$ cat src/hw/rtl/crc32_word_serial_defines.svh
// assertion macros used by the crc32 word-serial core
`ifndef CRC32_WORD_SERIAL_DEFINES_SVH
`define CRC32_WORD_SERIAL_DEFINES_SVH

// antecedent implies consequent in the same cycle
`define CRC32WS_ASSERT_NOW(label, clk, rst_n, ante, cons) \
    label: assert property (@(posedge clk) disable iff (!rst_n) (ante) |-> (cons)) \
        else $error("crc32ws assertion failed");

// antecedent implies consequent in the next cycle
`define CRC32WS_ASSERT_NEXT(label, clk, rst_n, ante, cons) \
    label: assert property (@(posedge clk) disable iff (!rst_n) (ante) |=> (cons)) \
        else $error("crc32ws assertion failed");

`endif

$ cat src/hw/rtl/crc32ws_pkg.sv
// types, constants and the word-advance function for the crc32 word-serial block
`timescale 1ns / 1ps

package crc32ws_pkg;

    typedef logic [31:0] t_word;
    typedef logic [31:0][31:0] t_col_tbl;

    // control bits of the transaction held in the input register
    typedef struct packed {
        logic valid;
        logic first;
        logic last;
    } t_stage_ctl;

    localparam t_word CRC_POLY = 32'h04C1_1DB7;
    localparam t_word CRC_INIT = 32'hFFFF_FFFF;

    // column i is the remainder of x^(i+32) modulo the polynomial
    function automatic t_col_tbl build_cols();
        t_col_tbl tbl;
        t_word    c;
        c = CRC_POLY;
        for (int i = 0; i < 32; i++) begin
            tbl[i] = c;
            c = {c[30:0], 1'b0} ^ (c[31] ? CRC_POLY : 32'h0);
        end
        return tbl;
    endfunction

    localparam t_col_tbl CRC_COLS = build_cols();

    // crc after absorbing one word msb first equals the crc of (crc ^ word) shifted by 32 zeros
    function automatic t_word crc_advance(t_word crc, t_word word);
        t_word v;
        t_word acc;
        v   = crc ^ word;
        acc = '0;
        for (int i = 0; i < 32; i++) begin
            if (v[i]) begin
                acc = acc ^ CRC_COLS[i];
            end
        end
        return acc;
    endfunction

endpackage

$ cat src/hw/rtl/crc32ws_in_reg.sv
// input register stage of the crc32 word-serial block
`timescale 1ns / 1ps

module crc32ws_in_reg (
    input  logic                    i_clk,
    input  logic                    i_rst_n,
    input  logic                    i_in_valid,
    output logic                    o_in_ready,
    input  logic [31:0]             i_data_word,
    input  logic                    i_first_word,
    input  logic                    i_last_word,
    input  logic                    i_take,
    output crc32ws_pkg::t_stage_ctl o_ctl,
    output crc32ws_pkg::t_word      o_data
);

    logic               r_valid;
    logic               n_valid;
    logic               r_first;
    logic               r_last;
    crc32ws_pkg::t_word r_data;
    logic               in_fire;

    // stage frees up in the same cycle its transaction moves on
    assign o_in_ready = !r_valid || i_take;
    assign in_fire    = i_in_valid && o_in_ready;

    always_comb begin
        n_valid = r_valid;
        if (in_fire) begin
            n_valid = 1'b1;
        end else if (i_take) begin
            n_valid = 1'b0;
        end
    end

    always_ff @(posedge i_clk) begin
        if (!i_rst_n) begin
            r_valid <= 1'b0;
        end else begin
            r_valid <= n_valid;
        end
    end

    always_ff @(posedge i_clk) begin
        if (in_fire) begin
            r_data  <= i_data_word;
            r_first <= i_first_word;
            r_last  <= i_last_word;
        end
    end

    assign o_ctl.valid = r_valid;
    assign o_ctl.first = r_first;
    assign o_ctl.last  = r_last;
    assign o_data      = r_data;

endmodule

$ cat src/hw/rtl/crc32ws_core.sv
// crc state register, word update network and result register
`timescale 1ns / 1ps
`include "crc32_word_serial_defines.svh"

module crc32ws_core (
    input  logic                    i_clk,
    input  logic                    i_rst_n,
    input  crc32ws_pkg::t_stage_ctl i_ctl,
    input  crc32ws_pkg::t_word      i_data,
    output logic                    o_take,
    output logic                    o_out_valid,
    input  logic                    i_out_ready,
    output logic [31:0]             o_checksum
);

    crc32ws_pkg::t_word r_crc;
    crc32ws_pkg::t_word n_crc;
    crc32ws_pkg::t_word crc_base;
    logic               r_out_valid;
    logic               n_out_valid;
    crc32ws_pkg::t_word r_checksum;
    logic               out_free;

    assign out_free = !r_out_valid || i_out_ready;
    // a word without the last flag never needs the result slot
    assign o_take   = i_ctl.valid && (out_free || !i_ctl.last);

    assign crc_base = i_ctl.first ? crc32ws_pkg::CRC_INIT : r_crc;
    assign n_crc    = crc32ws_pkg::crc_advance(crc_base, i_data);

    always_comb begin
        n_out_valid = r_out_valid;
        if (o_take && i_ctl.last) begin
            n_out_valid = 1'b1;
        end else if (i_out_ready) begin
            n_out_valid = 1'b0;
        end
    end

    always_ff @(posedge i_clk) begin
        if (!i_rst_n) begin
            r_crc       <= crc32ws_pkg::CRC_INIT;
            r_out_valid <= 1'b0;
        end else begin
            r_out_valid <= n_out_valid;
            if (o_take) begin
                r_crc <= n_crc;
            end
        end
    end

    always_ff @(posedge i_clk) begin
        if (o_take && i_ctl.last) begin
            r_checksum <= n_crc;
        end
    end

    assign o_out_valid = r_out_valid;
    assign o_checksum  = r_checksum;

    `CRC32WS_ASSERT_NEXT(a_last_gives_result, i_clk, i_rst_n, o_take && i_ctl.last,
        r_out_valid && r_checksum == r_crc)
    `CRC32WS_ASSERT_NEXT(a_crc_holds_when_idle, i_clk, i_rst_n, !o_take, $stable(r_crc))
    `CRC32WS_ASSERT_NEXT(a_first_restarts, i_clk, i_rst_n, o_take && i_ctl.first,
        r_crc == crc32ws_pkg::crc_advance(crc32ws_pkg::CRC_INIT, $past(i_data)))
    `CRC32WS_ASSERT_NOW(a_no_overwrite, i_clk, i_rst_n, o_take && i_ctl.last,
        !r_out_valid || i_out_ready)

endmodule

$ cat src/hw/rtl/crc32_word_serial.sv
// top level of the word-serial crc-32/mpeg-2 checksum block
// update: the 32-bit xor network loads the crc register when the core takes a word; on a
//   last word the checksum and its valid flag are loaded at that same edge
// throughput: one word per cycle, except while a last word waits for a full result slot
// reset: synchronous active-low i_rst_n presets the crc to all ones and empties both stages
`timescale 1ns / 1ps

module crc32_word_serial (
    input  logic        i_clk,
    input  logic        i_rst_n,
    input  logic        i_in_valid,
    output logic        o_in_ready,
    input  logic [31:0] i_data_word,
    input  logic        i_first_word,
    input  logic        i_last_word,
    output logic        o_out_valid,
    input  logic        i_out_ready,
    output logic [31:0] o_checksum
);

    crc32ws_pkg::t_stage_ctl stage_ctl;
    crc32ws_pkg::t_word      stage_data;
    logic                    stage_take;

    crc32ws_in_reg u_in_reg (
        .i_clk        (i_clk),
        .i_rst_n      (i_rst_n),
        .i_in_valid   (i_in_valid),
        .o_in_ready   (o_in_ready),
        .i_data_word  (i_data_word),
        .i_first_word (i_first_word),
        .i_last_word  (i_last_word),
        .i_take       (stage_take),
        .o_ctl        (stage_ctl),
        .o_data       (stage_data)
    );

    crc32ws_core u_core (
        .i_clk       (i_clk),
        .i_rst_n     (i_rst_n),
        .i_ctl       (stage_ctl),
        .i_data      (stage_data),
        .o_take      (stage_take),
        .o_out_valid (o_out_valid),
        .i_out_ready (i_out_ready),
        .o_checksum  (o_checksum)
    );

endmodule

$ cat config.mk
export PLATFORM = sky130hd
export DESIGN_NAME = crc32_word_serial
export DESIGN_NICKNAME = d
export VERILOG_FILES = /design/src/hw/rtl/crc32ws_pkg.sv /design/src/hw/rtl/crc32ws_in_reg.sv /design/src/hw/rtl/crc32ws_core.sv /design/src/hw/rtl/crc32_word_serial.sv
export VERILOG_INCLUDE_DIRS = /design/src /design/src/hw/rtl
export SDC_FILE = /design/constraint.sdc
export NUM_CORES = 1
export LEC_CHECK = 0
export ABC_AREA = 1
export BUFFER_PORTS_ARGS = -buffer_cell sky130_fd_sc_hd__buf_2
export CELL_PAD_IN_SITES_DETAIL_PLACEMENT = 0
export CELL_PAD_IN_SITES_GLOBAL_PLACEMENT = 2
export CORE_UTILIZATION = 36
export CTS_CLUSTER_SIZE = 30
export DETAILED_ROUTE_END_ITERATION = 10
export PLACE_DENSITY_LB_ADDON = 0.1
export SLEW_MARGIN = 20
export SYNTH_ARGS = -nofsm -noshare
export SYNTH_HDL_FRONTEND = slang
export SYNTH_HIERARCHICAL = 1
export SYNTH_SLANG_ARGS = --single-unit
$ cat constraint.sdc
create_clock -name i_clk -period 3.95 [get_ports i_clk]
set_clock_uncertainty 0.15 [all_clocks]
set_input_delay 0.1975 -clock i_clk [delete_from_list [all_inputs] [get_ports i_clk]]
set_output_delay 0.1975 -clock i_clk [all_outputs]
set_load 0.005 [all_outputs]
# After elaboration in Yosys (flattened, before gate mapping)

Cells that the tools add are included.

Flip-flop bits (word level): 100
Input bits: 38
Output and inout port bits: 34
Word-level logic and storage cells: 87

Multiplexer cells: 37
Bitwise gates (word level): 32
Reduce and logical (&&, ||, !) cells: 11

Operators by type and width:

| cell                          | number |
|---|---|
| 32-bit two-way mux            | 14 |
| 31-bit two-way mux            | 6 |
| 30-bit two-way mux            | 4 |
| 13-bit NOT                    | 9 |
| 29-bit two-way mux            | 3 |
| 13-bit NOT with 14-bit output | 5 |
| 15-bit NOT                    | 4 |
| 28-bit two-way mux            | 2 |
| 27-bit two-way mux            | 2 |
| 12-bit NOT                    | 4 |
| 16-bit NOT                    | 3 |
| 18-bit NOT                    | 2 |
| 32-bit XOR                    | 1 |
| 26-bit two-way mux            | 1 |
| 25-bit two-way mux            | 1 |
| 11-bit NOT                    | 2 |
| 20-bit NOT                    | 1 |
| 17-bit NOT                    | 1 |
| 1-bit two-way mux             | 4 |
| 2-bit nonzero test            | 2 |
| 1-bit logical AND             | 3 |
| 1-bit zero test               | 3 |
| 1-bit logical OR              | 3 |

# Logic depth before layout (Yosys ltp)

Depth in word-level cells: 65
Depth in mapped cells: 21

# Modules after synthesis

Netlist, hierarchy kept.

Modules (own cells, without submodules):

| module         | times used | cells an instance | area an instance (µm²) |
|---|---|---|---|
| crc32ws_core   | 1          | 1091              | 7571.0 |
| crc32ws_in_reg | 1          | 44                | 1094.8 |

# Worst setup path before layout

Ideal clock, no wire load.

Kind: flip-flop to flip-flop
Start: reg u_in_reg.r_last
End: reg u_in_reg.r_data[0], in the netlist u_in_reg/o_data[0] (enable)
Library setup time: 0.436 ns
Data arrival time: 2.687 ns
Required time: 3.364 ns
Slack: 0.676 ns
Stages on the path, launching flop included: 8
Path buffers: 2
Cells stage by stage: edfxtp_1 > buf_4 > inv_1 > o21ai_1 > clkinv_1 > buf_2 > inv_2 > a21oi_1

Longest elaborated chain between the ends: 5

RTL lines:

| item                   | line                    | RTL |
|---|---|---|
| from (decl)            | crc32ws_in_reg.sv:20    | `logic r_last;` |
| from (signal assigned) | crc32ws_in_reg.sv:49    | `r_last <= i_last_word;` |
| 1-bit zero test        | crc32ws_core.sv:26      | `assign o_take = i_ctl.valid && (out_free \|\| !i_ctl.last);` |
| 1-bit logical OR       | crc32ws_core.sv:26      |  |
| 1-bit logical AND      | crc32ws_core.sv:26      |  |
| via stage_take         | crc32_word_serial.sv:23 | `logic stage_take;` |
| 1-bit logical OR       | crc32ws_in_reg.sv:25    | `assign o_in_ready = !r_valid \|\| i_take;` |
| 1-bit logical AND      | crc32ws_in_reg.sv:26    | `assign in_fire = i_in_valid && o_in_ready;` |
| via u_in_reg.in_fire   | crc32ws_in_reg.sv:22    | `logic in_fire;` |
| to (signal assigned)   | crc32ws_in_reg.sv:47    | `r_data <= i_data_word;` |
| to (decl)              | crc32ws_in_reg.sv:21    | `crc32ws_pkg::t_word r_data;` |

The timed path passes the listed nets, and every way through them passes these cells.
A chain may end at the register's enable or synchronous reset.

# Worst setup path in the final report

Start: reg u_in_reg.r_first
End: reg u_core.r_checksum[8], in the netlist u_core/o_checksum[8] (data pin)

Longest elaborated chain between the ends: 46

RTL lines:

| item                                    | line                 | RTL |
|---|---|---|
| from (decl)                             | crc32ws_in_reg.sv:19 | `logic r_first;` |
| from (signal assigned)                  | crc32ws_in_reg.sv:48 | `r_first <= i_first_word;` |
| 32-bit two-way mux (*)                  | crc32ws_core.sv:28   | `assign crc_base = i_ctl.first ? crc32ws_pkg::CRC_INIT : r_crc;` |
| 32-bit XOR (*)                          | crc32ws_pkg.sv:37    | `v = crc ^ word;` |
| 27-bit two-way mux                      | crc32ws_pkg.sv:40    | `if (v[i]) begin` |
| 13-bit NOT with 14-bit output (no line) | --                   |  |
| 28-bit two-way mux                      | crc32ws_pkg.sv:40    |  |
| 29-bit two-way mux                      | crc32ws_pkg.sv:40    |  |
| 13-bit NOT with 14-bit output (no line) | --                   |  |
| 30-bit two-way mux                      | crc32ws_pkg.sv:40    |  |
| (+27 left out)                          | --                   |  |
| 32-bit two-way mux (3 in a row)         | crc32ws_pkg.sv:40    |  |
| 31-bit two-way mux                      | crc32ws_pkg.sv:40    |  |
| 32-bit two-way mux                      | crc32ws_pkg.sv:40    |  |
| 17-bit NOT (no line)                    | --                   |  |
| 32-bit two-way mux (3 in a row)         | crc32ws_pkg.sv:40    |  |
| 18-bit NOT (no line)                    | --                   |  |
| 32-bit two-way mux (*)                  | crc32ws_pkg.sv:40    |  |
| via u_core.n_crc[8]                     | crc32ws_core.sv:17   | `crc32ws_pkg::t_word n_crc;` |
| to (signal assigned)                    | crc32ws_core.sv:54   | `r_checksum <= n_crc;` |
| to (decl)                               | crc32ws_core.sv:21   | `crc32ws_pkg::t_word r_checksum;` |

Mark *: on every way through the listed nets, which the timed path passes. The rest lies on a longest branch.

==> run_results.csv <==
group,metric,value,unit
setup_path,path_class,"reg -> reg",
clock_network,clock_latency,0.37,ns
synthesis,netlist_top_cells_area,"edfxtp_1, nand2_1, xnor2_1, dfxtp_1, xor2_1",
run_status,run_status,"completed",
global_route,grt_first_pass_wirelength,42700,um
clock_network,total_setup_buffers_inserted_after_cts,0,
power_and_ir_drop,power.leakage,4.79,nW
drt,detailed_routing_iterations_pass_1,5,
floorplanning,io-pin-count,72,
synthesis,synth_common_cells,"nand2_1, xnor2_1, nand3_1",
setup_path,reg2reg_to,"u_core/o_checksum[8]$_DFFE_PP_",
cells_and_area,instances_no_fill,1583,
placement,place.detailed.hpwl,22000,um
sta,finalSetupTns,0,ns
global_route,grt_start_max_net_pins,36,
floorplanning,die-height,157,um
sta,worst-slew-pin-transition,0.986,ns
drt,post_drt_via_cell_ratio,4.64,
sta,grt_setup_unrepaired,"no",
floorplanning,fp.dieArea,24700,um2
synthesis,yosys_register_bits,100,
floorplanning,die_w,157,um
global_route,overflow,0,
setup_path,worst_r2r_path_depth,10,
drt,final_antenna_net_count,0,
cells_and_area,post_route_cells_drive_above_1_share,15.8,%
setup_path,critPathMaxFanout,35,
sta,slew_headroom,34.1,%
job,max_cap_viol,0,
synthesis,async_flop_share,0,%
sta,layout_min_cycle_time,3.19,ns
synthesis,yosys.cell_types.count,35,
drt,routed_wl,28800,um
setup_path,path_common_cell,"nand2_1",
placement,gp_congestion,0.910,
clock_network,tritoncts,"yes",
drt,drc,0,
placement,post-place-cells,1531,
setup_path,crit_start,"u_in_reg/r_first$_DFFE_PP_",
floorplanning,rows,56,
synthesis,synth-seq-area-share,30.7,%
min_path,holdCritPathClass,"in -> reg",
synthesis,yosysMostFrequentCell,"nand2_1",
synthesis,netlist_instances,1135,
setup_path,critical_path_arrival,3.17,ns
synthesis,synth_area_leader_cell,"edfxtp_1",
clock_network,cts_buffers,9,
drt,drt_first_iter_violations,542,
synthesis,mappedNetlistNets,1173,
power_and_ir_drop,cellPowerDensity,570,nW/um2
global_route,globalRouteTotalUtil,24.2,%
sta,finalHoldViolCount,0,
setup_path,path_cells,"buf_12, nor2_2, xor2_2, inv_1, nand2_1, nand2_2, xnor2_4, xnor2_1, nand2_1, and2_1",
sta,timing.fmax,313,MHz
setup_path,cp-start-kind,"flip-flop",
synthesis,post-synth-top-area-fraction,22.9,%
cells_and_area,insertedDiodeCount,0,
cells_and_area,syn_to_final_growth,17.6,%
floorplanning,placeableCoreArea,23500,um2
setup_path,critical_path.endpoint,"u_core/o_checksum[8]$_DFFE_PP_",
placement,placement.cell_area,9520,um2
synthesis,avgSynthCellArea,7.64,um2
setup_path,crit-reg2reg-launch,"u_in_reg/r_first$_DFFE_PP_",
synthesis,synth_flop_cell,"edfxtp_1",
sta,setup_viol,0,
clock_network,clkTransAtPathRegs,0.08,ns
clock_network,cts-root-to-sink-buffers,2,
drt,wire_per_inst,18.2,um
cells_and_area,num-nets-final,1297,
global_route,grt_antenna_before_repair,0,
synthesis,ys.warnings.count,6,
sta,final_min_period_over_clock_period,80.8,%
setup_path,critical_path.slowest_cell,"xor2_2",
setup_path,required,3.93,ns
drt,number_of_vias_in_the_routed_layout,7341,
sta,slew_viol_final,0,
synthesis,synth-edff-count,66,
clock_network,clkSinkCount,100,
clock_network,cts_root_buf,"clkbuf_16",
floorplanning,starting_density_of_the_core,36.8,%
placement,place.port_buffers,71,
global_route,number_of_global_route_vias_before_repair,6829,
setup_path,crit_path_max_incr_delay,0.56,ns
cells_and_area,final_cell_area,10200,um2
setup_path,setup.worst_path.end_class,"flip-flop",
synthesis,synth.cell_area,8670,um2
cells_and_area,num-fill-cells,2449,
clock_network,cts.htree.levels,3,
power_and_ir_drop,power.ir.vdd_worst,0.299,mV
setup_path,reg2reg_setup_slack,0.76,ns
==> per-stage QoR <==
stage | util, % | hold slack [ns] | total power [mW] | worst slack [ns]
floorplan | - | 0.145 | 3.90 | 0.676
global placement | 40.4 | 0.224 | 4.82 | 0.772
detailed placement | 40.4 | 0.226 | 4.81 | 0.792
CTS | 43.3 | 0.0533 | 5.85 | 0.765
global route | 43.3 | 0.108 | 6.27 | 0.523
finish | 43.3 | 0.0620 | 5.81 | 0.758
==> power by group <==
group	leakage, nW	total [mW]	internal [mW]	switching (mW)
Sequential	0.904	1.46	1.36	0.0959
Combinational	3.73	3.38	1.24	2.14
Clock	0.155	0.975	0.509	0.465
Total	4.79	5.81	3.11	2.70
==> how the worst min path moves through the flow <==
stage / from / end / slack [ns] / depth (start not counted)
after floorplan: i_rst_n / u_core/o_out_valid$_SDFFE_PN0P_ / 0.15 / 2
after global placement: i_data_word[10] / u_in_reg/o_data[10]$_DFFE_PP_ / 0.22 / 1
after detailed placement: i_data_word[10] / u_in_reg/o_data[10]$_DFFE_PP_ / 0.23 / 1
after CTS: i_out_ready / u_core/o_out_valid$_SDFFE_PN0P_ / 0.05 / 6
after global routing: i_out_ready / u_core/o_out_valid$_SDFFE_PN0P_ / 0.11 / 6
final: i_out_ready / u_core/o_out_valid$_SDFFE_PN0P_ / 0.06 / 6
==> critical path, delay by kind of cell (launching register included) <==
| kind | cells | cell delay, ns |
|---|---|---|
| xor+xnor | 3 | 1.07 |
| simple gates | 5 | 0.79 |
| buf+inv | 2 | 0.48 |
| flops | 1 | 0.42 |
==> sequential cells by signal, summed over array words and instances, names as in the netlist <==
signal              count
u_in_reg/r_first        1
u_core/r_crc           32
u_in_reg/o_data        32
u_core/o_checksum      32
u_in_reg/r_last         1
u_in_reg/r_valid        1
u_core/o_out_valid      1
==> logic make-up after synthesis <==
| group | count (synthesis) | share of synthesized area [%] |
|---|---|---|
| AND/OR/NAND/NOR | 668 | 34.3 |
| AO/OA/AOI/OAI | 41 | 2.50 |
| buffers and inverters | 115 | 5.73 |
| flip-flops | 100 | 30.7 |
| XOR/XNOR | 211 | 26.7 |
==> cells in the final DEF, fill, tap and decap left out, drive strengths merged, types with 9 or more instances in the layout <==
master	synthesis	routed
dfxtp	34	34
edfxtp	66	66
a21oi	34	34
nand3b	15	15
inv	94	97
buf	13	97
dlygate4sd3	0	36
xnor2	113	113
nor2	38	38
clkbuf	7	9
xor2	98	98
nand2	492	492
and2	15	15
nand3	94	94
==> area by class of cell <==
| cell class | count | area (um2) | area share [%] |
|---|---|---|---|
| multi-input combinational | 920 | 5520 | 54.2 |
| sequential | 100 | 2660 | 26.1 |
| clock inverter | 7 | 92.6 | 0.908 |
| clock buffer | 9 | 225 | 2.21 |
| timing repair buffer | 133 | 936 | 9.18 |
| tap | 319 | 399 | 3.92 |
| inverter | 95 | 357 | 3.50 |
==> per-layer routing <==
metal	vias up	share of wire (%)	track usage [%]
met3	19	3.8	2.59
met1	3378	48	33.4
met4	0	1.1	4.72
met2	168	47	40.7
li1	3776	-	-
met5	-	0	0
==> repair_timing <==
item,4_1_cts,5_1_grt
hold buffers,36,0
hold endpoints to repair,36,0
resized for setup,0,0
No activity file was read; power rests on OpenSTA's default activity.
